File: config.mk
export PLATFORM = sky130hd
export DESIGN_NAME = periodic_task_dispatcher_flat
export DESIGN_NICKNAME = d
export VERILOG_FILES = /design/src/hw/rtl/ptd_pkg.sv /design/src/hw/rtl/ptd_if.sv /design/src/hw/rtl/ptd_ram.sv /design/src/hw/rtl/periodic_task_dispatcher.sv /design/src/flat_wrapper.sv
export VERILOG_INCLUDE_DIRS = /design/src /design/src/hw/rtl
export SDC_FILE = /design/constraint.sdc
export NUM_CORES = 1
export LEC_CHECK = 0
export ABC_AREA = 1
export BUFFER_PORTS_ARGS = -buffer_cell sky130_fd_sc_hd__buf_2
export CORE_UTILIZATION = 57
export CTS_CLUSTER_DIAMETER = 50
export DETAILED_ROUTE_END_ITERATION = 8
export PLACE_DENSITY = 0.77
export REMOVE_ABC_BUFFERS = 1
export SYNTH_ARGS = -nofsm -noshare
export SYNTH_HDL_FRONTEND = slang
export SYNTH_SLANG_ARGS = --single-unit
File: constraint.sdc
create_clock -name clk -period 5.8 [get_ports clk]
set_clock_uncertainty 0.05 [all_clocks]
set_input_delay 1.16 -clock clk [delete_from_list [all_inputs] [get_ports clk]]
set_output_delay 1.16 -clock clk [all_outputs]
set_load 0.05 [all_outputs]
File: src/hw/rtl/assert_macros.svh
// Assertion macros shared by the dispatcher RTL.
`ifndef ASSERT_MACROS_SVH
`define ASSERT_MACROS_SVH

// Same-cycle implication, checked outside reset.
`define PTD_ASSERT_NOW(label, clk, rst_n, ante, cons) \
    label: assert property (@(posedge clk) disable iff (!rst_n) (ante) |-> (cons)) \
        else $error("dispatcher check failed");

// Next-cycle implication, checked outside reset.
`define PTD_ASSERT_NEXT(label, clk, rst_n, ante, cons) \
    label: assert property (@(posedge clk) disable iff (!rst_n) (ante) |=> (cons)) \
        else $error("dispatcher sequence check failed");

`endif

File: src/hw/rtl/ptd_pkg.sv
// Shared constants for the periodic task dispatcher.
package ptd_pkg;

    // Slot registers that exist in hardware
    localparam int HW_SLOTS       = 4;
    localparam int SLOT_COUNT_DEF = 4;

    // Field widths
    localparam int TIME_W     = 32;
    localparam int PERIOD_W   = 16;
    localparam int MASK_W     = 4;
    localparam int QRY_W      = 2;
    localparam int DUE_W      = 3;
    localparam int REM_W      = 17;
    localparam int CFG_IDX_W  = 3;
    localparam int CFG_DATA_W = 32;

    // Register indexes above the period registers
    localparam logic [CFG_IDX_W-1:0] REG_ENABLE = 3'd4;
    localparam logic [CFG_IDX_W-1:0] REG_START  = 3'd5;

    // Result codes
    localparam logic [DUE_W-1:0]        DUE_NONE  = 3'd4;
    localparam logic signed [REM_W-1:0] REM_NONE  = -17'sd1;

endpackage

File: src/hw/rtl/ptd_if.sv
// Request, response and configuration channel interfaces.
interface ptd_req_if;
    logic                             valid;
    logic                             ready;
    logic [ptd_pkg::TIME_W-1:0]       tick_ms;
    logic [ptd_pkg::QRY_W-1:0]        query_task;

    modport source (output valid, tick_ms, query_task, input ready);
    modport sink   (input valid, tick_ms, query_task, output ready);
endinterface

interface ptd_rsp_if;
    logic                             valid;
    logic                             ready;
    logic [ptd_pkg::DUE_W-1:0]        due_task;
    logic signed [ptd_pkg::REM_W-1:0] query_remaining;

    modport source (output valid, due_task, query_remaining, input ready);
    modport sink   (input valid, due_task, query_remaining, output ready);
endinterface

interface ptd_cfg_if;
    logic                             valid;
    logic                             ready;
    logic [ptd_pkg::CFG_IDX_W-1:0]    index;
    logic [ptd_pkg::CFG_DATA_W-1:0]   data;

    modport source (output valid, index, data, input ready);
    modport sink   (input valid, index, data, output ready);
endinterface

File: src/hw/rtl/ptd_ram.sv
// Generic single-write, single-read RAM with registered read data.
module ptd_ram #(
    parameter int WIDTH = 32,
    parameter int DEPTH = 4,
    parameter int AW    = 2
) (
    input  logic             clk,
    input  logic             we,
    input  logic [AW-1:0]    waddr,
    input  logic [WIDTH-1:0] wdata,
    input  logic             re,
    input  logic [AW-1:0]    raddr,
    output logic [WIDTH-1:0] rdata
);

    logic [WIDTH-1:0] mem [DEPTH];

    // Write port
    always_ff @(posedge clk)
    begin
        if (we)
        begin
            mem[waddr] <= wdata;
        end
    end

    // Registered read port
    always_ff @(posedge clk)
    begin
        if (re)
        begin
            rdata <= mem[raddr];
        end
    end

endmodule

File: src/hw/rtl/periodic_task_dispatcher.sv
// Periodic task dispatcher: slot scan over a last-dispatch RAM.
//
//  Channel  Dir  Handshake     Payload
//  req      in   valid/ready   tick_ms[31:0], query_task[1:0]
//  rsp      out  valid/ready   due_task[2:0], query_remaining[16:0] signed
//  cfg      in   valid/ready   index[2:0], data[31:0]
//
// A new request is taken only in idle: one RAM read per slot during the scan,
// then a finish state that writes back the dispatched slot, if any.
// The single read port of the last-dispatch RAM sets the scan length.
// cfg is always ready; a start_time write clears the per-slot valid bits, so
// no clearing pass is needed after reset or reload.
// A response waiting on rsp does not block the next request; it only holds
// the finish cycle until the output register is free.
`include "assert_macros.svh"

module periodic_task_dispatcher #(
    parameter int SLOT_COUNT = ptd_pkg::SLOT_COUNT_DEF
) (
    input  logic         clk,
    input  logic         rst_n,
    ptd_req_if.sink      req,
    ptd_rsp_if.source    rsp,
    ptd_cfg_if.sink      cfg
);

    localparam int ACTIVE = (SLOT_COUNT < ptd_pkg::HW_SLOTS) ? SLOT_COUNT : ptd_pkg::HW_SLOTS;
    localparam int AW     = (ACTIVE > 1) ? $clog2(ACTIVE) : 1;
    localparam int TW     = ptd_pkg::TIME_W;
    localparam int PW     = ptd_pkg::PERIOD_W;

    localparam logic [1:0] S_IDLE = 2'd0;
    localparam logic [1:0] S_SCAN = 2'd1;
    localparam logic [1:0] S_FIN  = 2'd2;

    localparam logic [AW-1:0] LAST_SLOT = AW'(ACTIVE - 1);
    localparam logic [ptd_pkg::DUE_W-1:0] DUE_LIMIT = ptd_pkg::DUE_W'(ACTIVE);

    // Configuration registers
    logic [PW-1:0]                period_reg [ptd_pkg::HW_SLOTS];
    logic [ptd_pkg::MASK_W-1:0]   enable_reg;
    logic [TW-1:0]                start_time_reg;
    logic [ACTIVE-1:0]            entry_valid_reg;

    // Sequencer
    logic [1:0]                   state_reg, state_next;
    logic [AW-1:0]                cnt_reg, cnt_next;
    logic                         found_reg;
    logic [AW-1:0]                due_idx_reg;
    logic [TW-1:0]                cur_time_reg;
    logic [ptd_pkg::QRY_W-1:0]    qry_reg;
    logic [TW-1:0]                qlast_reg;

    // Output register
    logic                             rsp_valid_reg;
    logic [ptd_pkg::DUE_W-1:0]        rsp_due_reg;
    logic signed [ptd_pkg::REM_W-1:0] rsp_rem_reg;

    // RAM ports
    logic                         ram_we, ram_re;
    logic [AW-1:0]                ram_raddr;
    logic [TW-1:0]                ram_rdata;

    logic                         req_fire, fin_fire;
    logic [ptd_pkg::QRY_W-1:0]    scan_slot;
    logic [TW-1:0]                scan_last, scan_elapsed;
    logic [PW-1:0]                scan_period;
    logic                         scan_hit;
    logic [PW-1:0]                q_period;
    logic [TW-1:0]                q_elapsed;
    logic signed [ptd_pkg::REM_W-1:0] q_remain;
    logic [ptd_pkg::DUE_W-1:0]    due_code;
    logic                         rsp_due_ok;

    assign req.ready = (state_reg == S_IDLE);
    assign cfg.ready = 1'b1;
    assign req_fire  = req.valid && req.ready;
    assign fin_fire  = (state_reg == S_FIN) && (!rsp_valid_reg || rsp.ready);

    assign rsp.valid           = rsp_valid_reg;
    assign rsp.due_task        = rsp_due_reg;
    assign rsp.query_remaining = rsp_rem_reg;

    // Last-dispatch store
    ptd_ram #(
        .WIDTH (TW),
        .DEPTH (ACTIVE),
        .AW    (AW)
    ) u_last_ram (
        .clk   (clk),
        .we    (ram_we),
        .waddr (due_idx_reg),
        .wdata (cur_time_reg),
        .re    (ram_re),
        .raddr (ram_raddr),
        .rdata (ram_rdata)
    );

    // Read slot 0 on accept, then the next slot each scan cycle
    assign ram_re    = req_fire || ((state_reg == S_SCAN) && (cnt_reg != LAST_SLOT));
    assign ram_raddr = (state_reg == S_SCAN) ? AW'(cnt_reg + 1'b1) : '0;
    assign ram_we    = fin_fire && found_reg;

    // Slot evaluation; a slot not written since reload reads as start_time
    assign scan_slot    = ptd_pkg::QRY_W'(cnt_reg);
    assign scan_last    = entry_valid_reg[cnt_reg] ? ram_rdata : start_time_reg;
    assign scan_period  = period_reg[scan_slot];
    assign scan_elapsed = cur_time_reg - scan_last;
    assign scan_hit     = enable_reg[scan_slot] && (scan_period != '0)
                          && (scan_elapsed >= {{(TW-PW){1'b0}}, scan_period});

    // Remaining time of the queried slot after this request's update
    assign q_period  = period_reg[qry_reg];
    assign q_elapsed = (found_reg && (ptd_pkg::QRY_W'(due_idx_reg) == qry_reg))
                       ? '0 : (cur_time_reg - qlast_reg);

    always_comb
    begin
        if (q_period == '0)
        begin
            q_remain = ptd_pkg::REM_NONE;
        end
        else if (q_elapsed >= {{(TW-PW){1'b0}}, q_period})
        begin
            q_remain = '0;
        end
        else
        begin
            q_remain = {1'b0, q_period - q_elapsed[PW-1:0]};
        end
    end

    assign due_code = found_reg ? ptd_pkg::DUE_W'(due_idx_reg) : ptd_pkg::DUE_NONE;

    // Next state
    always_comb
    begin
        state_next = state_reg;
        cnt_next   = cnt_reg;
        case (state_reg)
            S_IDLE:
            begin
                if (req_fire)
                begin
                    state_next = S_SCAN;
                    cnt_next   = '0;
                end
            end
            S_SCAN:
            begin
                if (cnt_reg == LAST_SLOT)
                begin
                    state_next = S_FIN;
                end
                else
                begin
                    cnt_next = AW'(cnt_reg + 1'b1);
                end
            end
            S_FIN:
            begin
                if (fin_fire)
                begin
                    state_next = S_IDLE;
                end
            end
            default:
            begin
                state_next = S_IDLE;
            end
        endcase
    end

    // Control registers
    always_ff @(posedge clk or negedge rst_n)
    begin
        if (!rst_n)
        begin
            state_reg     <= S_IDLE;
            cnt_reg       <= '0;
            found_reg     <= 1'b0;
            rsp_valid_reg <= 1'b0;
        end
        else
        begin
            state_reg <= state_next;
            cnt_reg   <= cnt_next;
            if (req_fire)
            begin
                found_reg <= 1'b0;
            end
            else if ((state_reg == S_SCAN) && scan_hit)
            begin
                found_reg <= 1'b1;
            end
            if (fin_fire)
            begin
                rsp_valid_reg <= 1'b1;
            end
            else if (rsp.ready)
            begin
                rsp_valid_reg <= 1'b0;
            end
        end
    end

    // Configuration registers and per-slot valid bits
    always_ff @(posedge clk or negedge rst_n)
    begin
        if (!rst_n)
        begin
            for (int i = 0; i < ptd_pkg::HW_SLOTS; i++)
            begin
                period_reg[i] <= '0;
            end
            enable_reg      <= '0;
            start_time_reg  <= '0;
            entry_valid_reg <= '0;
        end
        else
        begin
            if (cfg.valid && cfg.ready)
            begin
                if (cfg.index == ptd_pkg::REG_ENABLE)
                begin
                    enable_reg <= cfg.data[ptd_pkg::MASK_W-1:0];
                end
                else if (cfg.index == ptd_pkg::REG_START)
                begin
                    start_time_reg  <= cfg.data[TW-1:0];
                    entry_valid_reg <= '0;
                end
                else if (cfg.index < ptd_pkg::CFG_IDX_W'(ACTIVE))
                begin
                    period_reg[cfg.index[ptd_pkg::QRY_W-1:0]] <= cfg.data[PW-1:0];
                end
            end
            if (ram_we)
            begin
                entry_valid_reg[due_idx_reg] <= 1'b1;
            end
        end
    end

    // Request payload, scan captures and response payload
    always_ff @(posedge clk)
    begin
        if (req_fire)
        begin
            cur_time_reg <= req.tick_ms;
            qry_reg      <= req.query_task;
        end
        if (state_reg == S_SCAN)
        begin
            if (scan_hit && !found_reg)
            begin
                due_idx_reg <= cnt_reg;
            end
            if (scan_slot == qry_reg)
            begin
                qlast_reg <= scan_last;
            end
        end
        if (fin_fire)
        begin
            rsp_due_reg <= due_code;
            rsp_rem_reg <= q_remain;
        end
    end

    // Checks
    assign rsp_due_ok = (rsp.due_task < DUE_LIMIT) || (rsp.due_task == ptd_pkg::DUE_NONE);

    `PTD_ASSERT_NEXT(a_accept_scan, clk, rst_n, req_fire, state_reg == S_SCAN && cnt_reg == '0)
    `PTD_ASSERT_NOW(a_busy_not_ready, clk, rst_n, state_reg != S_IDLE, !req.ready)
    `PTD_ASSERT_NOW(a_due_in_range, clk, rst_n, rsp.valid, rsp_due_ok)
    `PTD_ASSERT_NOW(a_write_fin, clk, rst_n, ram_we, state_reg == S_FIN && due_idx_reg <= LAST_SLOT)

endmodule
File: src/flat_wrapper.sv
// flat-port wrapper written by rule: the top's interface ports become plain ports
module periodic_task_dispatcher_flat 
#(
    parameter int SLOT_COUNT = ptd_pkg::SLOT_COUNT_DEF
)
  (clk, rst_n, req_valid, req_tick_ms, req_query_task, req_ready, rsp_valid, rsp_due_task, rsp_query_remaining, rsp_ready, cfg_valid, cfg_index, cfg_data, cfg_ready);
  ptd_req_if req_i ();
  ptd_rsp_if rsp_i ();
  ptd_cfg_if cfg_i ();
  input  logic clk;
  input  logic rst_n;
  input wire logic [$bits(req_i.valid)-1:0] req_valid;
  input wire logic [$bits(req_i.tick_ms)-1:0] req_tick_ms;
  input wire logic [$bits(req_i.query_task)-1:0] req_query_task;
  output wire logic [$bits(req_i.ready)-1:0] req_ready;
  output wire logic [$bits(rsp_i.valid)-1:0] rsp_valid;
  output wire logic [$bits(rsp_i.due_task)-1:0] rsp_due_task;
  output wire logic [$bits(rsp_i.query_remaining)-1:0] rsp_query_remaining;
  input wire logic [$bits(rsp_i.ready)-1:0] rsp_ready;
  input wire logic [$bits(cfg_i.valid)-1:0] cfg_valid;
  input wire logic [$bits(cfg_i.index)-1:0] cfg_index;
  input wire logic [$bits(cfg_i.data)-1:0] cfg_data;
  output wire logic [$bits(cfg_i.ready)-1:0] cfg_ready;
  assign req_i.valid = req_valid;
  assign req_i.tick_ms = req_tick_ms;
  assign req_i.query_task = req_query_task;
  assign req_ready = req_i.ready;
  assign rsp_valid = rsp_i.valid;
  assign rsp_due_task = rsp_i.due_task;
  assign rsp_query_remaining = rsp_i.query_remaining;
  assign rsp_i.ready = rsp_ready;
  assign cfg_i.valid = cfg_valid;
  assign cfg_i.index = cfg_index;
  assign cfg_i.data = cfg_data;
  assign cfg_ready = cfg_i.ready;
  periodic_task_dispatcher #(.SLOT_COUNT(SLOT_COUNT)) u_core (.clk(clk), .rst_n(rst_n), .req(req_i), .rsp(rsp_i), .cfg(cfg_i));
endmodule
==> run metrics, run 1 <==
Bufs and invs on worst path 4; Worst Tran Pin Value 1.198 ns; R2R Path Start u_core.cnt_reg[0]; R2R setup slack about 0.60 ns; synth warn 0; EDFF count, synth roughly 250; share of the synthesized area in the top cell type 0.3634; Slew Limit Fails 0; P&R area growth vs syn 11.33%; drt first pass iters 6; hold path startpoint u_core.enable_reg[3]; Hold Slack 0.4303 ns; antenna-violating nets left 0; Pwr Total 12.94 mW; root buffer cell clkbuf_16; via count approximately 17000; post-DP HPWL 41090 um; initial antenna violation count 1; CTS sink cnt approximately 360; Post-DP Area approximately 21000 sq um; CP arrival between 5 and 6 ns; die area between 30000 and 40000 sq um; GRT overflow 0; Finished Cell Area around 23000 sq um; Filler Cell Count a little over 3000; WHS Endpoint u_core.enable_reg[3]; CTS tree built; number of port buffers 95; vias in the first global route about 16000; largest net degree at the start of global routing 63; max FFs per register 128; cell accounting for the most synthesized area edfxtp_1; Cell Pwr Density around 570 nW/um^2; CTS clk-pin slew, worst paths ~0.060 ns; CTS Buf Count just over 40; max_cap viols 0; final wirelength about 57000 um; cell area after synthesis 20490 sq um; Hold WC Path Type reg2reg; WL/cell between 15 and 20 um; Synth Area per Inst between 8 and 9 sq um; RSZ-0062 raised after global routing false; Max clock buf depth 3; Setup Total Neg Slack 0 ns; Setup Buffers After CTS 0; Async SR Flop Fraction 0.3073; share of cells above drive strength 1 0.1187; row cnt 69; CP most frequent cell nand2_1; PostCTS Resize Cnt 0; nets between 2000 and 3000; Max IR drop VDD approximately 0.00042 V; number of setup violations in the final report 0; H-tree depth 2; Die Wd between 150 and 200 um; maximum clock rate roughly 190 MHz; share of the clock period used by the worst path 0.8973; io pins 97; Distinct cells, synth 63; Setup CP Type reg2reg; Antenna Cells 0; core area between 30000 and 40000 sq um; Worst Setup Start Kind register; Pleak between 10 and 15 nW; top_reg_cell synth edfxtp_1; first-pass GRT wire length 88210 um; Crit path max-delay family simple AND/OR/NAND/NOR gates; Reg-to-Reg End u_core.due_idx_reg[1]; part of the Yosys area used for sequential elements 0.4977; FF-to-FF path depth 30; GP Congestion around 1; minimum clock period 5.204 ns; fin cells around 2900; outcome complete, no violations; Synth Instances between 2000 and 2500; first-iteration detailed-routing DRC count 1679; hold path cells 2; via/cell ratio ~5.7; CP max stage cell nand2_4; Die Ht 191.6 um; all-layer global routing usage 0.3189; Hold Vio Cnt, Final 0; commonest cells after routing, fill and taps aside 548 x nand2_1, 313 x inv_1, 248 x edfxtp_1, 201 x o21ai_0, 198 x nor2_1; number of hold-repair buffers added at the cts stage 0; top post-synthesis cells by area edfxtp_1 36%, dfrtp_1 13%, nand2_1 10%; effective utilization at floorplan 0.5775; drt drc 0; Setup crit end kind register; max incr delay on CP 0.61 ns; slew margin rel. 0.1990; WP data required 6.08 ns; most common cell after layout, fill and taps aside nand2_1; #FFs+latches synth around 360; Crit Path Max Fanout between 40 and 50; cell count after placement approximately 2900; worst-skew pair later-pin latency around 0.57 ns
[report_power, final]
| part | leakage, nW | total (mW) | switching [mW] | internal [mW] |
|---|---|---|---|---|
| sequential | 3.61 | 3.71 | 0.325 | 3.38 |
| clock | 0.688 | 2.71 | 1.07 | 1.64 |
| combinational | 6.06 | 6.52 | 4.37 | 2.15 |
| total | 10.4 | 12.9 | 5.77 | 7.17 |
[Yosys cell counts, drive strengths merged (2+ instances only)]
library cell	count
nand4	16
mux2	4
nand2	589
nor4	4
a32oi	15
a21boi	3
a22oi	29
o22ai	13
o211ai	4
or2	18
a211oi	4
a31oi	7
ha	100
buf	18
o21ai	204
o21a	6
a21oi	179
a21o	6
nor2	210
o21bai	6
nand3b	17
fa	2
edfxtp	248
nor3	23
o221ai	5
xor2	28
clkbuf	58
inv	324
dfrtp	110
xnor2	11
nand3	97
[per-stage QoR]
stage	setup slack, ns	util
final	0.5958	0.6429
after global placement	0.6641	0.6028
after CTS	0.6441	0.6429
after floorplan	0.1150	-
after detailed placement	0.6655	0.6028
after global routing	0.09136	0.6429
[per-layer routing]
layer	part of all wire	track usage
met2	0.45	0.5054
met3	0.081	0.04952
met5	0	0
met4	0.020	0.08913
met1	0.45	0.4548
[worst register-to-register path, delay by kind of cell, from the launching register on]
family | cells | cell delay [ns]
flops | 1 | 0.55
buf+inv | 4 | 0.52
xor+xnor | 1 | 0.16
mux | 1 | 0.43
compound gates | 2 | 0.28
fa+ha+maj | 3 | 0.58
simple gates | 19 | 2.41
[kinds of logic after synthesis]
group,synth area share
buffers and inverters,0.07748
AO/OA/AOI/OAI,0.1330
AND/OR/NAND/NOR,0.2097
multiplexers,0.002198
adder cells (fa/ha/maj),0.06301
flip-flops,0.4977
other,0.0001830
XOR/XNOR,0.01667
[cell type report]
| class | instances | area, sq um | share of cell area |
|---|---|---|---|
| Clock buffer | 51 | 1105 | 0.04843 |
| Inverter | 325 | 1220 | 0.05347 |
| Timing Repair Buffer | 116 | 635.6 | 0.02786 |
| Multi-Input combinational cell | 1611 | 8757 | 0.3839 |
| Sequential cell | 358 | 10200 | 0.4472 |
| Tap cell | 461 | 576.8 | 0.02528 |
| Clock inverter | 24 | 317.8 | 0.01393 |
[how the worst max path moves through the flow]
stage                            from  cells past startpoint               endpoint
global route        u_core.cnt_reg[0]                     30  u_core.due_idx_reg[1]
detailed placement  u_core.cnt_reg[0]                     22  u_core.due_idx_reg[0]
finish              u_core.cnt_reg[0]                     30  u_core.due_idx_reg[1]
CTS                 u_core.cnt_reg[0]                     30  u_core.due_idx_reg[1]
floorplan           u_core.cnt_reg[0]                     30  u_core.due_idx_reg[0]
global placement    u_core.cnt_reg[0]                     22  u_core.due_idx_reg[0]
Note: power is estimated with default switching activity, not from simulation.
==> run 2, diff against run 1 <==
--- a/config.mk
+++ b/config.mk
@@ -6,8 +6,8 @@
 export SDC_FILE = /design/constraint.sdc
 export NUM_CORES = 1
 export LEC_CHECK = 0
-export ABC_AREA = 1
-export BUFFER_PORTS_ARGS = -buffer_cell sky130_fd_sc_hd__buf_2
+export ABC_AREA = 0
+export BUFFER_PORTS_ARGS = -buffer_cell sky130_fd_sc_hd__buf_4
 export CORE_UTILIZATION = 57
 export CTS_CLUSTER_DIAMETER = 50
 export DETAILED_ROUTE_END_ITERATION = 8
==> run metrics, run 2 <==
effective utilization at floorplan 0.5865; Switch Pwr 5.060 mW; Crit Path Max Fanout 4; GP Congestion between 0.9 and 1; Worst Slack Setup Final a little over 0.08 ns; sequential power share 0.299; Routed met3 length ~4100 um; CTS Buf Count 40; vias in the first global route 13210; share of the synthesized area in the top cell type 0.3863; Async SR Flop Fraction 0.3073; nets about 1900; cell area after synthesis roughly 19000 sq um; met2 wire length 21530 um; share of the clock period used by the worst path 0.9857; Crit path max-delay family adder cells; die area ~35000 sq um; Sw Share 0.4022; Filler Cell Count 2449; Slew Limit Fails 0; top_reg_cell synth edfxtp_1; Cell Pwr Density roughly 570 nW/um^2; root buffer cell clkbuf_16; share of cells above drive strength 1 0.2244; Top Layer Used met4; Setup Total Neg Slack 0 ns; Hold WC Path Type reg2reg; CTS tree built; Die Ht about 190 um; Die Wd between 150 and 200 um; worst-skew pair later-pin latency 0.53 ns; most common cell after layout, fill and taps aside edfxtp_1; maximum clock rate 174.9 MHz; CTS clk-pin slew, worst paths approximately 0.06 ns; Pleak approximately 9 nW; synth warn 0; CTS sink cnt 358; WL/cell 21.94 um; Worst Setup Start Kind register; Antenna Cells 0; part of the Yosys area used for sequential elements 0.5291; CP arrival around 6.0 ns; Hold Vio Cnt, Final 0; via/cell ratio about 6; max FFs per register approximately 130; final wirelength roughly 48000 um; combinational share of power 0.496; EDFF count, synth approximately 250; Clk pwr share 0.205; drt first pass iters 8; number of port buffers between 90 and 100; Internal Power ~7.5 mW; slew margin rel. 0.2632; initial antenna violation count 0; first-iteration detailed-routing DRC count around 1200; P&R area growth vs syn 15.19%; most common cell in the netlist edfxtp_1; antenna-violating nets left 0; commonest cells after routing, fill and taps aside 248 x edfxtp_1, 139 x buf_4, 137 x inv_1, 132 x nand2_1, 110 x dfrtp_1; io pins just under 100; RSZ-0062 raised after global routing true; Setup WS pre-CTS -0.3176 ns; outcome complete, no violations; post-DP HPWL 34080 um; number of setup violations in the final report 0; Synth Instances 1603; via count 13500; max incr delay on CP 0.62 ns; all-layer global routing usage 0.2856; largest net degree at the start of global routing 72; final core occ 0.6757; number of hold-repair buffers added at the cts stage 0; CP max stage cell mux4_2; Bufs and invs on worst path 1; first-pass GRT wire length ~74000 um; GRT overflow 0; Distinct cells, synth 82; Setup crit end kind register; commonest cells in the synthesized netlist 248 x edfxtp_1, 138 x inv_1, 132 x nand2_1; cell accounting for the most synthesized area edfxtp_1; drt drc 0; H-tree depth 2; minimum clock period roughly 5.7 ns; top post-synthesis cells by area edfxtp_1 39%, dfrtp_1 14%, ha_1 6.5%; Setup CP Type reg2reg; Max IR drop VDD 0.0004640 V; Max clock buf depth 3; WP data required 6.03 ns; Worst Tran Pin Value about 1.1 ns; Synth Area per Inst 12.03 sq um; #FFs+latches synth ~360; max_cap viols 0; Metal-1 WL between 20000 and 25000 um; row cnt between 60 and 70; core area 32870 sq um
[run 2: changes by cell type after synthesis, moves of 36 or more]
cell,before,now
a31oi_1,7,43
nand3_1,82,21
nand2_1,549,132
a21oi_1,176,87
mux2_2,4,104
nor2_1,203,56
o21ai_0,202,57
inv_1,314,138
[run 2: cell families after synthesis]
kind of cell	Yosys count	share of synthesized area
and+or+nand+nor	338	0.08561
adders and majority gates	106	0.06912
buffers and inverters	198	0.03972
xor gates and xnor gates	69	0.03174
other	1	0.0001945
muxes	175	0.1253
AOI/OAI and AO/OA	358	0.1192
DFF	358	0.5291
[run 2: power by group through the flow]
stage / sequential (mW) / clock (mW) / combinational, mW
6_report: 3.76 / 2.58 / 6.24
4_1_cts: 3.74 / 2.62 / 6.05
3_5_place_dp: 3.78 / 0 / 5.98
2_1_floorplan: 3.75 / 0 / 4.26
3_3_place_gp: 3.76 / 0 / 5.87
5_1_grt: 3.80 / 2.71 / 6.85
[run 2: through the flow]
| step | cells | power, mW | hold WS, ns | cell area (sq um) |
|---|---|---|---|---|
| 6_report | 2198 | 12.58 | 0.4359 | 22210 |
| 5_1_grt | 2198 | 13.36 | 0.4554 | 22210 |
| 4_1_cts | 2194 | 12.41 | 0.4358 | 22050 |
| 3_5_place_dp | 2122 | 9.755 | 0.4222 | 20660 |
| 3_3_place_gp | 2122 | 9.624 | 0.4048 | 20660 |
| 2_1_floorplan | 1543 | 8.016 | 0.3944 | 19030 |
[run 2: area by class of cell]
cell class                 instances  area [sq um]  area share
inverter                         138         520.5     0.02344
timing repair buffer             141          1066     0.04801
sequential                       358         10200      0.4593
multi-input combinational       1047          8526      0.3839
clock buffer                      54          1095     0.04930
clock inverter                    18         246.5     0.01110
tap                              442         553.0     0.02490
[run 2: final timing paths]
kind / depth (start not counted) / from / slack [ns] / endpoint
worst max register to register: 25 / u_core.cnt_reg[0] / 0.08 / u_core.due_idx_reg[0]
worst max-delay path: 25 / u_core.cnt_reg[0] / 0.08 / u_core.due_idx_reg[0]
min in group asynchronous: 1 / rst_n / 0.71 / u_core.period_reg[21]
max in group asynchronous: 2 / rst_n / 3.86 / u_core.start_time_reg[18]
worst min register to register: 1 / u_core.entry_valid_reg[0] / 0.44 / u_core.entry_valid_reg[0]
worst min-delay path: 1 / u_core.entry_valid_reg[0] / 0.44 / u_core.entry_valid_reg[0]
[run 2: layer usage]
layer  up-vias  global-route usage
met5         -                   0
met2       490              0.4318
met1      6690              0.4098
li1       6225                   -
met4         0             0.09016
met3        93             0.06437
[run 2: what timing repair did]
action / in CTS / in global routing
endpoints found under the setup margin: 3 / 3
pin swaps: 1 / 16
buffers inserted: 0 / 4
gates resized for setup: 7 / 27
==> run 3, diff against run 2 <==
--- a/config.mk
+++ b/config.mk
@@ -13,6 +13,8 @@
 export DETAILED_ROUTE_END_ITERATION = 8
 export PLACE_DENSITY = 0.77
 export REMOVE_ABC_BUFFERS = 1
+export SLEW_MARGIN = 20
 export SYNTH_ARGS = -nofsm -noshare
 export SYNTH_HDL_FRONTEND = slang
+export SYNTH_HIERARCHICAL = 1
 export SYNTH_SLANG_ARGS = --single-unit
==> run metrics, run 3 <==
Hold Vio Cnt, Final 0; top post-synthesis cells by area edfxtp_1 39%, dfrtp_1 14%, mux4_2 7.5%; row cnt 66; WL/cell ~22 um; commonest cells after routing, fill and taps aside 248 x edfxtp_1, 140 x buf_4, 139 x inv_1, 110 x dfrtp_1, 107 x mux2_2; cell count after placement around 2000; first-iteration detailed-routing DRC count ~770; cell area after synthesis just under 20000 sq um; Max clock buf depth 3; Async SR Flop Fraction 0.3073; core area roughly 33000 sq um; most common cell in the netlist edfxtp_1; R2R setup slack around 0.18 ns; Hold WC Path Type reg2reg; Crit Path Max Fanout 3; minimum clock period roughly 5.6 ns; Worst Setup Start Kind register; number of hold-repair buffers added at the cts stage 0; Synth Area per Inst 13.05 sq um; Worst Slack Setup Final 0.1815 ns; maximum clock rate around 180 MHz; Die Wd around 190 um; CTS clk-pin slew, worst paths approximately 0.060 ns; CTS sink cnt between 300 and 400; Setup CP Type reg2reg; WP data required between 5 and 6 ns; largest net degree at the start of global routing 70; Max IR drop VDD ~0.0003 V; number of port buffers 95; via/cell ratio ~6; worst-skew pair later-pin latency 0.53 ns; first-pass GRT wire length between 70000 and 80000 um; final core occ 0.6729; GP Congestion between 0.9 and 1; H-tree depth 2; final wirelength approximately 46000 um; CP arrival 5.81 ns; Cell Pwr Density 554.6 nW/um^2; Setup Total Neg Slack 0 ns; Slew Limit Fails 0; most common cell after layout, fill and taps aside edfxtp_1; via count 12520; Setup WS pre-CTS -0.04180 ns; Pleak ~8.9 nW; outcome complete, no violations; cell accounting for the most synthesized area edfxtp_1; Post-DP Area around 21000 sq um; nets 1789; die area roughly 34000 sq um; Hold Slack ~0.45 ns; P&R area growth vs syn 15.11%; GRT overflow 0; synth warn 6; CTS Buf Count 42; part of the Yosys area used for sequential elements 0.5309; all-layer global routing usage 0.2757; antenna-violating nets left 0; commonest cells in the synthesized netlist 248 x edfxtp_1, 139 x inv_1, 110 x dfrtp_1; Synth Instances 1472; slew margin rel. 0.2766; post-DP HPWL 32950 um; root buffer cell clkbuf_16; Die Ht 185.6 um; EDFF count, synth 248; vias in the first global route between 10000 and 15000; share of the clock period used by the worst path 0.9687; max_cap viols 0; Finished Cell Area around 22000 sq um; Antenna Cells 0; Pwr Total 12.27 mW; io pins between 90 and 100; effective utilization at floorplan 0.5846; share of the synthesized area in the top cell type 0.3876; drt drc 0; initial antenna violation count 1; share of cells above drive strength 1 0.2521; top_reg_cell synth edfxtp_1; Setup crit end kind register; Worst Tran Pin Value around 1.1 ns; Distinct cells, synth 79; number of setup violations in the final report 0; #FFs+latches synth between 300 and 400; drt first pass iters 6; fin cells 2088; CTS tree built; max FFs per register roughly 130
run 3: repair_timing:
action | CTS | global route
buffers inserted | 0 | 3
gates resized for setup | 3 | 16
pin swaps | 0 | 13
setup endpoints to repair | 2 | 3
run 3: path summary, 6_finish.rpt:
path                                                start  depth (start not counted)                         to
worst max-delay path                    u_core/cnt_reg[0]                         24      u_core/due_idx_reg[0]
worst min-delay path            u_core/entry_valid_reg[3]                          1  u_core/entry_valid_reg[3]
worst max register to register          u_core/cnt_reg[0]                         24      u_core/due_idx_reg[0]
worst min register to register  u_core/entry_valid_reg[3]                          1  u_core/entry_valid_reg[3]
max in group asynchronous                           rst_n                          2  u_core/start_time_reg[20]
min in group asynchronous                           rst_n                          1      u_core/period_reg[52]
run 3: cell families (layout without fill, tap and decap cells):
kind of cell | after synthesis | count (layout) | share of synthesized area
AND/OR/NAND/NOR | 283 | 283 | 0.07489
buffers and inverters | 188 | 362 | 0.04083
AO/OA/AOI/OAI | 257 | 257 | 0.09013
other | 1 | 1 | 0.0001952
multiplexers | 208 | 208 | 0.1609
flip-flops | 358 | 358 | 0.5309
XOR/XNOR | 66 | 66 | 0.03009
adder cells (fa/ha/maj) | 111 | 111 | 0.07209
run 3: cell type report:
cell class	instances	area, sq um
inverters	142	533.0
clock buffers	52	1130
well taps	442	553.0
multi-input cells	926	8368
flip-flops and latches	358	10200
repair buffers	143	1097
clock inverters	25	234.0
fillers	2407	10750
run 3: worst max-delay path, stage by stage (launching register included):
cell	delay, ns
dfrtp_1	0.38
mux4_2	0.58
buf_4	0.18
mux2i_4	0.17
inv_1	0.09
xnor2_1	0.14
ha_1	0.16
a21oi_1	0.06
maj3_2	0.37
a211oi_4	0.33
a21oi_2	0.12
nor3_1	0.28
nor2_1	0.09
xor2_1	0.15
ha_1	0.20
a21o_1	0.15
a21o_1	0.17
a21oi_1	0.13
o21a_1	0.16
o221ai_1	0.12
a2111oi_2	0.23
o211a_1	0.22
o2111ai_2	0.15
a2111oi_4	0.44
a311oi_2	0.20
run 3: where the power goes:
part	leakage (nW)	switching, mW	total [mW]	internal (mW)
sequential	3.62	0.324	3.73	3.41
clock	0.653	1.04	2.54	1.49
combinational	4.67	3.40	6.00	2.60
run 3: layer usage:
metal / vias to the layer above / global-route usage / wire length [um]
met1: 6171 / 0.4020 / 21000
met5: - / 0 / 0
met3: 76 / 0.04774 / 3362
met2: 459 / 0.4289 / 20530
li1: 5809 / - / -
met4: 0 / 0.07180 / 924
